**config.mk**
```make
export PLATFORM = sky130hd
export DESIGN_NAME = stepper_pulse_generator_unit
export DESIGN_NICKNAME = d
export VERILOG_FILES = /design/src/sv/spg_pkg.sv /design/src/sv/spg_cfg_regs.sv /design/src/sv/spg_in_stage.sv /design/src/sv/spg_axis_core.sv /design/src/sv/spg_out_stage.sv /design/src/sv/stepper_pulse_generator_unit.sv
export SDC_FILE = /design/constraint.sdc
export NUM_CORES = 1
export LEC_CHECK = 0
export BUFFER_PORTS_ARGS = -buffer_cell sky130_fd_sc_hd__buf_4
export CAP_MARGIN = 10
export CORE_MARGIN = 2
export CORE_UTILIZATION = 45
export CTS_CLUSTER_DIAMETER = 120
export DETAILED_ROUTE_END_ITERATION = 7
export PLACE_DENSITY = 0.75
export SLEW_MARGIN = 20
export SYNTH_ARGS = -nofsm -noshare
export SYNTH_HDL_FRONTEND = slang
export SYNTH_SLANG_ARGS = --single-unit
```
**constraint.sdc**
```tcl
create_clock -name clock -period 3.28 [get_ports clock]
set_input_delay 0.656 -clock clock [delete_from_list [all_inputs] [get_ports clock]]
set_output_delay 0.656 -clock clock [all_outputs]
set_load 0.01 [all_outputs]
```
**src/sv/spg_pkg.sv**
```systemverilog
// Shared types and constants for the stepper pulse generator.
// No dependencies; every other file refers to this package by scoped names.
`default_nettype none

package spg_pkg;

   // Width of the tracked axis coordinate (8 to 32 bits).
   localparam int COUNTER_BITS = 16;
   // Width at which position and limits are compared.
   localparam int CMP_BITS = (COUNTER_BITS > 16) ? COUNTER_BITS : 16;
   // Fixed widths of the interface fields.
   localparam int FIELD_BITS = 16;
   localparam int CSR_INDEX_BITS = 2;

   // Register reset values.
   localparam logic [FIELD_BITS-1:0] DIVIDE_RESET = 16'd1;
   localparam logic [FIELD_BITS-1:0] UPPER_RESET = 16'hFFFF;
   localparam logic [FIELD_BITS-1:0] LOWER_RESET = 16'd100;

   typedef enum logic [CSR_INDEX_BITS-1:0] {
      CSR_DIVIDE_RATIO = 2'd0,
      CSR_UPPER_LIMIT = 2'd1,
      CSR_LOWER_LIMIT = 2'd2,
      CSR_HOMING_MODE = 2'd3
   } csr_index_type;

   typedef enum logic [1:0] {
      OP_TICK = 2'd0,
      OP_LOAD_MOVE = 2'd1,
      OP_SET_POSITION = 2'd2
   } opcode_type;

   typedef struct packed {
      logic [FIELD_BITS-1:0] divide_ratio;
      logic [FIELD_BITS-1:0] upper_limit;
      logic [FIELD_BITS-1:0] lower_limit;
      logic homing_mode;
   } cfg_type;

   typedef struct packed {
      logic [1:0] opcode;
      logic [FIELD_BITS-1:0] pulse_count;
      logic direction;
      logic [FIELD_BITS-1:0] position_value;
   } item_type;

   typedef struct packed {
      logic step_out;
      logic [FIELD_BITS-1:0] position;
      logic [FIELD_BITS-1:0] remaining;
      logic running;
      logic blocked;
   } result_type;

endpackage

`default_nettype wire

```
**src/sv/spg_cfg_regs.sv**
```systemverilog
// Configuration registers of the stepper pulse generator.
// Depends on spg_pkg for the register indexes, reset values and cfg_type.
`default_nettype none

module spg_cfg_regs (
   input wire logic clock,
   input wire logic reset,
   input wire logic csr_write_enable,
   input wire logic [spg_pkg::CSR_INDEX_BITS-1:0] csr_index,
   input wire logic [spg_pkg::FIELD_BITS-1:0] csr_wdata,
   output spg_pkg::cfg_type cfg
);

   spg_pkg::cfg_type cfg_ff;
   spg_pkg::cfg_type cfg_in;

   // Decode a write into the addressed register.
   always_comb begin
      cfg_in = cfg_ff;
      if (csr_write_enable) begin
         case (spg_pkg::csr_index_type'(csr_index))
            spg_pkg::CSR_DIVIDE_RATIO: cfg_in.divide_ratio = csr_wdata;
            spg_pkg::CSR_UPPER_LIMIT: cfg_in.upper_limit = csr_wdata;
            spg_pkg::CSR_LOWER_LIMIT: cfg_in.lower_limit = csr_wdata;
            spg_pkg::CSR_HOMING_MODE: cfg_in.homing_mode = csr_wdata[0];
            default: cfg_in = cfg_ff;
         endcase
      end
   end

   always_ff @(posedge clock) begin
      if (reset) begin
         cfg_ff.divide_ratio <= spg_pkg::DIVIDE_RESET;
         cfg_ff.upper_limit <= spg_pkg::UPPER_RESET;
         cfg_ff.lower_limit <= spg_pkg::LOWER_RESET;
         cfg_ff.homing_mode <= 1'b0;
      end else begin
         cfg_ff <= cfg_in;
      end
   end

   assign cfg = cfg_ff;

endmodule

`default_nettype wire

```
**src/sv/spg_in_stage.sv**
```systemverilog
// Input register of the stepper pulse generator: holds one accepted item.
// Depends on spg_pkg for item_type.
`default_nettype none

module spg_in_stage (
   input wire logic clock,
   input wire logic reset,
   input wire logic req_valid,
   output logic req_ready,
   input wire spg_pkg::item_type req_item,
   input wire logic take,
   output logic item_valid,
   output spg_pkg::item_type item
);

   logic valid_ff;
   logic valid_in;
   spg_pkg::item_type item_ff;
   spg_pkg::item_type item_in;
   logic req_fire;

   // The register takes a new transfer when empty or when its item moves on.
   assign req_ready = !valid_ff || take;
   assign req_fire = req_valid && req_ready;

   always_comb begin
      valid_in = valid_ff;
      item_in = item_ff;
      if (req_fire) begin
         valid_in = 1'b1;
         item_in = req_item;
      end else if (take) begin
         valid_in = 1'b0;
      end
   end

   always_ff @(posedge clock) begin
      if (reset) begin
         valid_ff <= 1'b0;
      end else begin
         valid_ff <= valid_in;
      end
      item_ff <= item_in;
   end

   assign item_valid = valid_ff;
   assign item = item_ff;

endmodule

`default_nettype wire

```
**src/sv/spg_axis_core.sv**
```systemverilog
// Axis state and single-pass update logic for one item per cycle while advance is set.
// Depends on spg_pkg for cfg_type, item_type, result_type and opcodes.
`default_nettype none

module spg_axis_core (
   input wire logic clock,
   input wire logic reset,
   input wire spg_pkg::cfg_type cfg,
   input wire logic advance,
   input wire spg_pkg::item_type item,
   output spg_pkg::result_type result
);

   logic [spg_pkg::FIELD_BITS-1:0] prescale_ff, prescale_in;
   logic phase_ff, phase_in;
   logic [spg_pkg::FIELD_BITS-1:0] steps_ff, steps_in;
   logic [spg_pkg::COUNTER_BITS-1:0] pos_ff, pos_in;
   logic dir_ff, dir_in;
   logic active_ff, active_in;
   logic blocked;
   logic allow;
   logic [spg_pkg::FIELD_BITS-1:0] prescale_next;
   logic [spg_pkg::CMP_BITS-1:0] pos_cmp;

   // Soft-limit check on the current position and direction.
   assign pos_cmp = spg_pkg::CMP_BITS'(pos_ff);
   always_comb begin
      if (cfg.homing_mode) begin
         allow = 1'b1;
      end else if (!dir_ff) begin
         allow = pos_cmp <= spg_pkg::CMP_BITS'(cfg.upper_limit);
      end else begin
         allow = pos_cmp >= spg_pkg::CMP_BITS'(cfg.lower_limit);
      end
   end

   assign prescale_next = prescale_ff + 1'b1;

   // Next state for the item in the input register.
   always_comb begin
      prescale_in = prescale_ff;
      phase_in = phase_ff;
      steps_in = steps_ff;
      pos_in = pos_ff;
      dir_in = dir_ff;
      active_in = active_ff;
      blocked = 1'b0;
      case (spg_pkg::opcode_type'(item.opcode))
         spg_pkg::OP_TICK: begin
            if (steps_ff == '0) begin
               active_in = 1'b0;
            end else if (!allow) begin
               blocked = 1'b1;
            end else if (prescale_next == cfg.divide_ratio) begin
               prescale_in = '0;
               phase_in = !phase_ff;
               // The falling half completes a step.
               if (phase_ff) begin
                  steps_in = steps_ff - 1'b1;
                  pos_in = dir_ff ? pos_ff - 1'b1 : pos_ff + 1'b1;
               end
            end else begin
               prescale_in = prescale_next;
            end
         end
         spg_pkg::OP_LOAD_MOVE: begin
            steps_in = item.pulse_count;
            dir_in = item.direction;
            prescale_in = '0;
            phase_in = 1'b0;
            active_in = 1'b1;
         end
         spg_pkg::OP_SET_POSITION: begin
            pos_in = spg_pkg::COUNTER_BITS'(item.position_value);
         end
         default: begin
            blocked = 1'b0;
         end
      endcase
   end

   always_ff @(posedge clock) begin
      if (reset) begin
         prescale_ff <= '0;
         phase_ff <= 1'b0;
         steps_ff <= '0;
         pos_ff <= '0;
         dir_ff <= 1'b0;
         active_ff <= 1'b0;
      end else if (advance) begin
         prescale_ff <= prescale_in;
         phase_ff <= phase_in;
         steps_ff <= steps_in;
         pos_ff <= pos_in;
         dir_ff <= dir_in;
         active_ff <= active_in;
      end
   end

   // Result reports the state after the item.
   assign result.step_out = phase_in;
   assign result.position = spg_pkg::FIELD_BITS'(pos_in);
   assign result.remaining = steps_in;
   assign result.running = active_in;
   assign result.blocked = blocked;

endmodule

`default_nettype wire

```
**src/sv/spg_out_stage.sv**
```systemverilog
// Result register of the stepper pulse generator.
// Depends on spg_pkg for result_type.
`default_nettype none

module spg_out_stage (
   input wire logic clock,
   input wire logic reset,
   input wire logic load,
   input wire spg_pkg::result_type result_in,
   output logic can_load,
   output logic rsp_valid,
   input wire logic rsp_ready,
   output spg_pkg::result_type result
);

   logic valid_ff;
   logic valid_in;
   spg_pkg::result_type result_ff;

   // Room for a new result when empty or when the waiting one is taken.
   assign can_load = !valid_ff || rsp_ready;

   always_comb begin
      valid_in = valid_ff;
      if (load) begin
         valid_in = 1'b1;
      end else if (rsp_ready) begin
         valid_in = 1'b0;
      end
   end

   always_ff @(posedge clock) begin
      if (reset) begin
         valid_ff <= 1'b0;
      end else begin
         valid_ff <= valid_in;
      end
      if (load) begin
         result_ff <= result_in;
      end
   end

   assign rsp_valid = valid_ff;
   assign result = result_ff;

endmodule

`default_nettype wire

```
**src/sv/stepper_pulse_generator_unit.sv**
```systemverilog
// Single-axis stepper pulse generator. Each transfer is a timer tick, the
// load of a move or a new position, and gives exactly one result with the
// step level, position, remaining steps, running flag and a soft-limit
// blocked flag. One item is taken every clock cycle unless a result waits
// untaken; an item is held in the input register and its result is then
// written into the result register. The axis state is updated in a single
// pass from the input register, which sets that rate. Configuration
// registers may be written only while no item is in flight.
// Depends on spg_pkg, spg_cfg_regs, spg_in_stage, spg_axis_core, spg_out_stage.
`default_nettype none

module stepper_pulse_generator_unit (
   input wire logic clock,
   input wire logic reset,
   input wire logic csr_write_enable,
   input wire logic [spg_pkg::CSR_INDEX_BITS-1:0] csr_index,
   input wire logic [spg_pkg::FIELD_BITS-1:0] csr_wdata,
   input wire logic req_valid,
   output logic req_ready,
   input wire logic [1:0] req_opcode,
   input wire logic [spg_pkg::FIELD_BITS-1:0] req_pulse_count,
   input wire logic req_direction,
   input wire logic [spg_pkg::FIELD_BITS-1:0] req_position_value,
   output logic rsp_valid,
   input wire logic rsp_ready,
   output logic rsp_step_out,
   output logic [spg_pkg::FIELD_BITS-1:0] rsp_position,
   output logic [spg_pkg::FIELD_BITS-1:0] rsp_remaining,
   output logic rsp_running,
   output logic rsp_blocked
);

   spg_pkg::cfg_type cfg;
   spg_pkg::item_type req_item;
   spg_pkg::item_type item;
   spg_pkg::result_type core_result;
   spg_pkg::result_type rsp_result;
   logic item_valid;
   logic can_load;
   logic take;

   assign req_item.opcode = req_opcode;
   assign req_item.pulse_count = req_pulse_count;
   assign req_item.direction = req_direction;
   assign req_item.position_value = req_position_value;

   // An item moves on when the result register has room for its result.
   assign take = item_valid && can_load;

   spg_cfg_regs u_cfg (
      .clock(clock),
      .reset(reset),
      .csr_write_enable(csr_write_enable),
      .csr_index(csr_index),
      .csr_wdata(csr_wdata),
      .cfg(cfg)
   );

   spg_in_stage u_in (
      .clock(clock),
      .reset(reset),
      .req_valid(req_valid),
      .req_ready(req_ready),
      .req_item(req_item),
      .take(take),
      .item_valid(item_valid),
      .item(item)
   );

   spg_axis_core u_core (
      .clock(clock),
      .reset(reset),
      .cfg(cfg),
      .advance(take),
      .item(item),
      .result(core_result)
   );

   spg_out_stage u_out (
      .clock(clock),
      .reset(reset),
      .load(take),
      .result_in(core_result),
      .can_load(can_load),
      .rsp_valid(rsp_valid),
      .rsp_ready(rsp_ready),
      .result(rsp_result)
   );

   assign rsp_step_out = rsp_result.step_out;
   assign rsp_position = rsp_result.position;
   assign rsp_remaining = rsp_result.remaining;
   assign rsp_running = rsp_result.running;
   assign rsp_blocked = rsp_result.blocked;

endmodule

`default_nettype wire

```
==> results of run 1 <==
## stage by stage
| stage | instances | hold slack (ns) |
|---|---|---|
| after floorplan | 1060 | 0.436 |
| after global placement | 1416 | 0.442 |
| after detailed placement | 1416 | 0.450 |
| after CTS | 1449 | 0.374 |
| after global routing | 1452 | 0.363 |
| final | 1452 | 0.388 |
## sequential cells by signal (all words and copies together) (netlist names)
signal              cells
u_cfg.cfg              49
u_in.item              35
u_out.result           35
u_core.pos_cmp         16
u_core.prescale_ff     16
u_core.steps_ff        16
u_core.active_ff        1
u_core.dir_ff           1
u_core.phase_ff         1
u_in.item_valid         1
u_out.rsp_valid         1
## per-layer routing
layer  up-vias  wire length (um)  GRT usage, %
li1       4126                 -             -
met1      4117             11400          33.7
met2       476             12700          38.8
met3        59              2460          5.17
met4         0               658          8.81
met5         -                 0             0
## power breakdown
part / internal [W] / switching (W)
logic: 0.000305 / 0.000457
registers: 0.00233 / 0.0000646
clock network: 0.00108 / 0.000966
## Yosys cell counts, drive strengths merged (4+ instances only)
cell and number:
a31oi 20, clkbuf 52, a21o 19, nor3 18, a32o 5, or4 5
xor2 14, a221oi 5, or2 4, o21ai 40, nor3b 6, o22ai 4
nand2 152, xnor2 23, dfxtp 102, and2 7, o41ai 5, edfxtp 70
a21oi 104, buf 11, or3 7, a211oi 17, nand3 31, ha 48
inv 48, nor2 73, a2111oi 4, and3 11, nand2b 11, nand4 26
a22oi 6, nor2b 6, nor4 11, o31ai 13, o211ai 25
## kinds of logic after synthesis
family,after synthesis
compound gates,308
xor+xnor,37
buf+inv,113
fa+ha+maj,49
simple gates,377
mux,4
flops,172
## critical path, delay by kind of cell, from the launching register on
kind	cells	cell delay, ns
adder cells (fa/ha/maj)	1	0.28
flip-flops	1	0.35
AND/OR/NAND/NOR	2	0.35
AO/OA/AOI/OAI	7	1.69
buffers and inverters	3	0.43
## worst min-delay path by stage
stage | startpoint | end | slack [ns]
2_1_floorplan | u_cfg.cfg[10] | u_cfg.cfg[10] | 0.44
3_3_place_gp | u_cfg.cfg[11] | u_cfg.cfg[11] | 0.44
3_5_place_dp | u_cfg.cfg[15] | u_cfg.cfg[15] | 0.45
4_1_cts | req_pulse_count[8] | u_in.item[25] | 0.37
5_1_grt | req_pulse_count[5] | u_in.item[22] | 0.36
6_report | req_pulse_count[11] | u_in.item[28] | 0.39
## cell usage in the layout (no fill, tap or decap), types with 18 or more instances in the layout
| cell type | instances |
|---|---|
| nand2_1 | 151 |
| buf_4 | 150 |
| nand4_1 | 25 |
| a21o_1 | 19 |
| o21ai_0 | 37 |
| nor2_1 | 71 |
| a31oi_1 | 20 |
| ha_1 | 47 |
| edfxtp_1 | 70 |
| nand3_1 | 28 |
| inv_1 | 47 |
| xnor2_1 | 22 |
| dfxtp_1 | 97 |
| clkbuf_16 | 18 |
| a21oi_1 | 104 |
| o211ai_1 | 25 |
## layout make-up
| cell class | count | area [sq um] | area share (%) |
|---|---|---|---|
| tap | 270 | 338 | 2.96 |
| multi-input combinational | 775 | 4950 | 43.4 |
| timing repair buffer | 153 | 1190 | 10.5 |
| clock buffer | 17 | 425 | 3.73 |
| inverter | 50 | 188 | 1.65 |
| sequential | 172 | 4150 | 36.4 |
| clock inverter | 15 | 155 | 1.36 |
## timing repair
action	CTS	global route
pin swaps	2	4
resized for setup	3	23
gates cloned	0	1
buffers inserted	1	2
endpoints found under the setup margin	3	72
==> flow_summary.ini, run 1 <==
[floorplan]
num_rows = 52
coreArea_sq_um = 20400
initial_core_util_pct = 46.2
dieWidth_um = 149
die_area_sq_um = 22100
dieHeight_um = 149
design.portCount = 95

[setup_path]
cp_cell_sequence = inv_1 -> ha_1 -> nand2b_1 -> a2111oi_1 -> o211ai_1 -> a31oi_1 -> o21ai_1 -> buf_4 -> and4_4 -> buf_12 -> a31oi_1 -> a211oi_1 -> a2111oi_1
cp-endpoint = u_core.steps_ff[12]
startpoint = u_core.pos_cmp[0]
path_class = reg2reg
max_stage_delay_ns = 0.49
reg2reg_slack_ns = 0.03
worstPathArrival_ns = 3.56
end_kind = flop
start_kind = flop
r2r-end = u_core.steps_ff[12]
worst_r2r_path_depth = 13
worst-path-max-fanout = 14
worstPathRequired_ns = 3.59
r2r_start = u_core.pos_cmp[0]
crit_slowest_cell = a2111oi_1

[place]
place.gp.congestion = 0.903
port_buffers = 94
place_ws_ns = 0.0357
dp_hpwl_um = 18600
place_area_sq_um = 10700

[final_layout]
fin_area_sq_um = 11400
fillers = 1845
fin_nets = 1276
fin_util_pct = 55.8
diodes = 0
layout-drive-gt1-share_pct = 19.2
syn2layout_area_growth_pct = 20.8

[timing]
setup_violations = 0
finalMaxSlewViolations = 0
fmax_ghz = 0.308
fin_crit_sh_pct = 98.9
slew_headroom_pct = 40.8
finClkSkew_ns = 0.0109
tns_ns = 0
tightest_slew_ns = 0.884
finalHoldViolCount = 0
setup_ws_ns = 0.0349
period_needed_ns = 3.25

[logic_synthesis]
synth_seq_area_share_pct = 43.9
synthAdderAreaFrac_pct = 6.58
avgSynthCellArea_sq_um = 8.90
ys_top_cells_by_area = edfxtp_1 22%, dfxtp_1 22%, ha_1 6.4%
ys_async_sr_fraction_pct = 0
synth_area_sq_um = 9440
ys_types = 80
synth_top_cell_area_share_pct = 22.3
synth_top_family_by_area = compound AO/OA/AOI/OAI gates
synth_nets = 1167
synth_largest_area_cell = edfxtp_1
synth_edf_count = 70
synth_compound_area_share_pct = 21.6
synth-simple-area-share_pct = 19.4
synth_xor_area_share_pct = 3.43
syn_inst = 1060
synthMuxAreaShare_pct = 0.438
ys.warnings.count = 0
ys.flop_type = dfxtp_1
synth-seq-cells = 172

[job]
max_cap_violations = 0

[hold_path]
hp-class = in2reg
whs_path_depth = 1

[detailed_routing]
first_pass_iters = 6
post_drt_via_cell_ratio = 6.05
vias = 8778
drt-initial-drc-count = 1106
wl_um = 27200
drc = 0
wl_per_cell_um = 18.7
ant_nets = 0

[cts]
clock_sinks = 172
clk_pin_slew_ns = 0.07
cts_tree = done
cts_inserted_buffers = 17
insertion_delay_ns = 0.44
holdBufCountCts = 0
htree_num_levels = 4
root_buffer = clkbuf_16
clk_path_buf_depth = 2

[global_route]
grt_pass1_wl_um = 43100
grt_pass1_vias = 8436
grt_start_max_net_pins = 64
gr-total-overflow = 0
grt_use_total_pct = 24.6
antenna_found_initial = 0

[power_and_ir_drop]
total_power_w = 0.00519
p_per_area_nw_per_um2 = 456
p_leak_nw = 4.62
vdd_drop_max_mv = 0.351

[status]
status = complete, no violations
Note: power is estimated with default switching activity, not from simulation.
==> inputs of run 2 (changes only) <==
--- a/config.mk
+++ b/config.mk
@@ -7,11 +7,13 @@
 export LEC_CHECK = 0
 export BUFFER_PORTS_ARGS = -buffer_cell sky130_fd_sc_hd__buf_4
 export CAP_MARGIN = 10
+export CELL_PAD_IN_SITES_DETAIL_PLACEMENT = 1
+export CELL_PAD_IN_SITES_GLOBAL_PLACEMENT = 1
 export CORE_MARGIN = 2
-export CORE_UTILIZATION = 45
+export CORE_UTILIZATION = 41
 export CTS_CLUSTER_DIAMETER = 120
 export DETAILED_ROUTE_END_ITERATION = 7
-export PLACE_DENSITY = 0.75
+export PLACE_DENSITY = 0.85
 export SLEW_MARGIN = 20
 export SYNTH_ARGS = -nofsm -noshare
 export SYNTH_HDL_FRONTEND = slang
==> run 2 against run 1 <==
Net effect:
- clock power is essentially flat
- final area increased by 0.74%
- routed wire length is 15% higher
- sequential share of layout area decreased by 0.27 points
- clock skew grew 0.0018 ns
- critical path depth is 2 lower
- register-to-register slack improved by 0.12 ns
- critical path type unchanged
- largest cell class unchanged
==> flow_summary.ini, run 2 (synthesized netlist as in run 1, its figures left out) <==
[setup_path]
crit_buf_inv = 2
worstPathArrival_ns = 3.29
end_kind = flop
max_stage_delay_ns = 0.49
worst-path-max-fanout = 9
worstPathRequired_ns = 3.45
cp_top_family = simple AND/OR/NAND/NOR gates
cp_cell_sequence = nand3_1 -> nor4_4 -> xnor2_1 -> o2111ai_1 -> nor4_4 -> buf_4 -> nand4_4 -> buf_4 -> nor2_4 -> a41o_1 -> a211oi_2
start_kind = flop
path_class = reg2reg
crit_slowest_cell = dfxtp_1

[global_route]
grt_pass1_wl_um = 49400
grt_pass1_vias = 9143
gr-total-overflow = 0
antenna_found_initial = 0
grt_start_max_net_pins = 65
grt_use_total_pct = 26.0

[timing]
whs_ns = 0.386
finalHoldViolCount = 0
fin_crit_sh_pct = 95.3
rsz0062_at_grt = true
fmax_ghz = 0.320
tightest_slew_ns = 0.975
period_needed_ns = 3.13
tns_ns = 0
finClkSkew_ns = 0.0127
setup_violations = 0
slew_headroom_pct = 35.0
finalMaxSlewViolations = 0

[power_and_ir_drop]
vdd_drop_max_mv = 0.254
p_leak_nw = 4.69
total_power_w = 0.00522
p_per_area_nw_per_um2 = 455

[status]
status = complete, no violations

[cts]
holdBufCountCts = 0
root_buffer = clkbuf_16
clock_sinks = 172
htree_num_levels = 4
cts_inserted_buffers = 17
clk_path_buf_depth = 2
insertion_delay_ns = 0.44
cts_tree = done
clk_pin_slew_ns = 0.07

[floorplan]
design.portCount = 95
initial_core_util_pct = 41.7
num_rows = 55
dieWidth_um = 156
coreArea_sq_um = 22600
die_area_sq_um = 24200
dieHeight_um = 156

[final_layout]
syn2layout_area_growth_pct = 21.7
fin_area_sq_um = 11500
fin_util_pct = 50.7
largest_reg_flops = 49
layout-drive-gt1-share_pct = 19.7
layout_common_cells = 159 x buf_4, 151 x nand2_1, 103 x a21oi_1, 97 x dfxtp_1, 71 x nor2_1
diodes = 0
layout_commonest_cell = buf_4
fin_nets = 1285

[place]
dp_hpwl_um = 21900
place.gp.congestion = 0.894
port_buffers = 94
place_area_sq_um = 10800

[detailed_routing]
wl_per_cell_um = 21.2
ant_nets = 0
post_drt_via_cell_ratio = 6.05
drc = 0
first_pass_iters = 5
drt-initial-drc-count = 603
wl_um = 31400
vias = 8923

[hold_path]
hp-class = in2reg

[job]
max_cap_violations = 0
run 2: per-layer routing:
layer  GRT usage, %  vias to the layer above  wire [um]
met2           43.7                      269      15400
met4           8.82                        0        762
li1               -                     4121          -
met5              0                        -          0
met3           4.89                       67       1590
met1           33.6                     4466      13600
run 2: cell type report:
type | instances | area, sq um
Fill cell | 2630 | 11200
Multi-Input combinational cell | 775 | 4950
Sequential cell | 172 | 4150
Timing Repair Buffer | 162 | 1250
Clock buffer | 19 | 453
Tap cell | 285 | 357
Inverter | 50 | 188
Clock inverter | 13 | 133
run 2: path summary, 6_finish.rpt:
kind | start | to | slack [ns] | cells past startpoint
worst min-delay path | req_position_value[6] | u_in.item[6] | 0.39 | 1
worst max-delay path | u_core.prescale_ff[8] | u_out.result[12] | 0.15 | 11
worst min register to register | u_cfg.cfg[8] | u_cfg.cfg[8] | 0.46 | 2
worst max register to register | u_core.prescale_ff[8] | u_out.result[12] | 0.15 | 11
run 2: where the power goes:
group	switching (W)	internal (W)
registers	0.0000662	0.00233
clock network	0.000938	0.00111
logic	0.000487	0.000301
run 2: through the flow:
stage	setup slack (ns)	instances
detailed placement	-0.125	1440
global route	-0.0652	1476
floorplan	0.0696	1060
finish	0.155	1476
CTS	0.00263	1475
global placement	0.0849	1440
run 2: what timing repair did:
action,in CTS,in global routing
endpoints found under the setup margin,2,68
pin swaps,3,6
buffers inserted,3,1
resized for setup,4,23
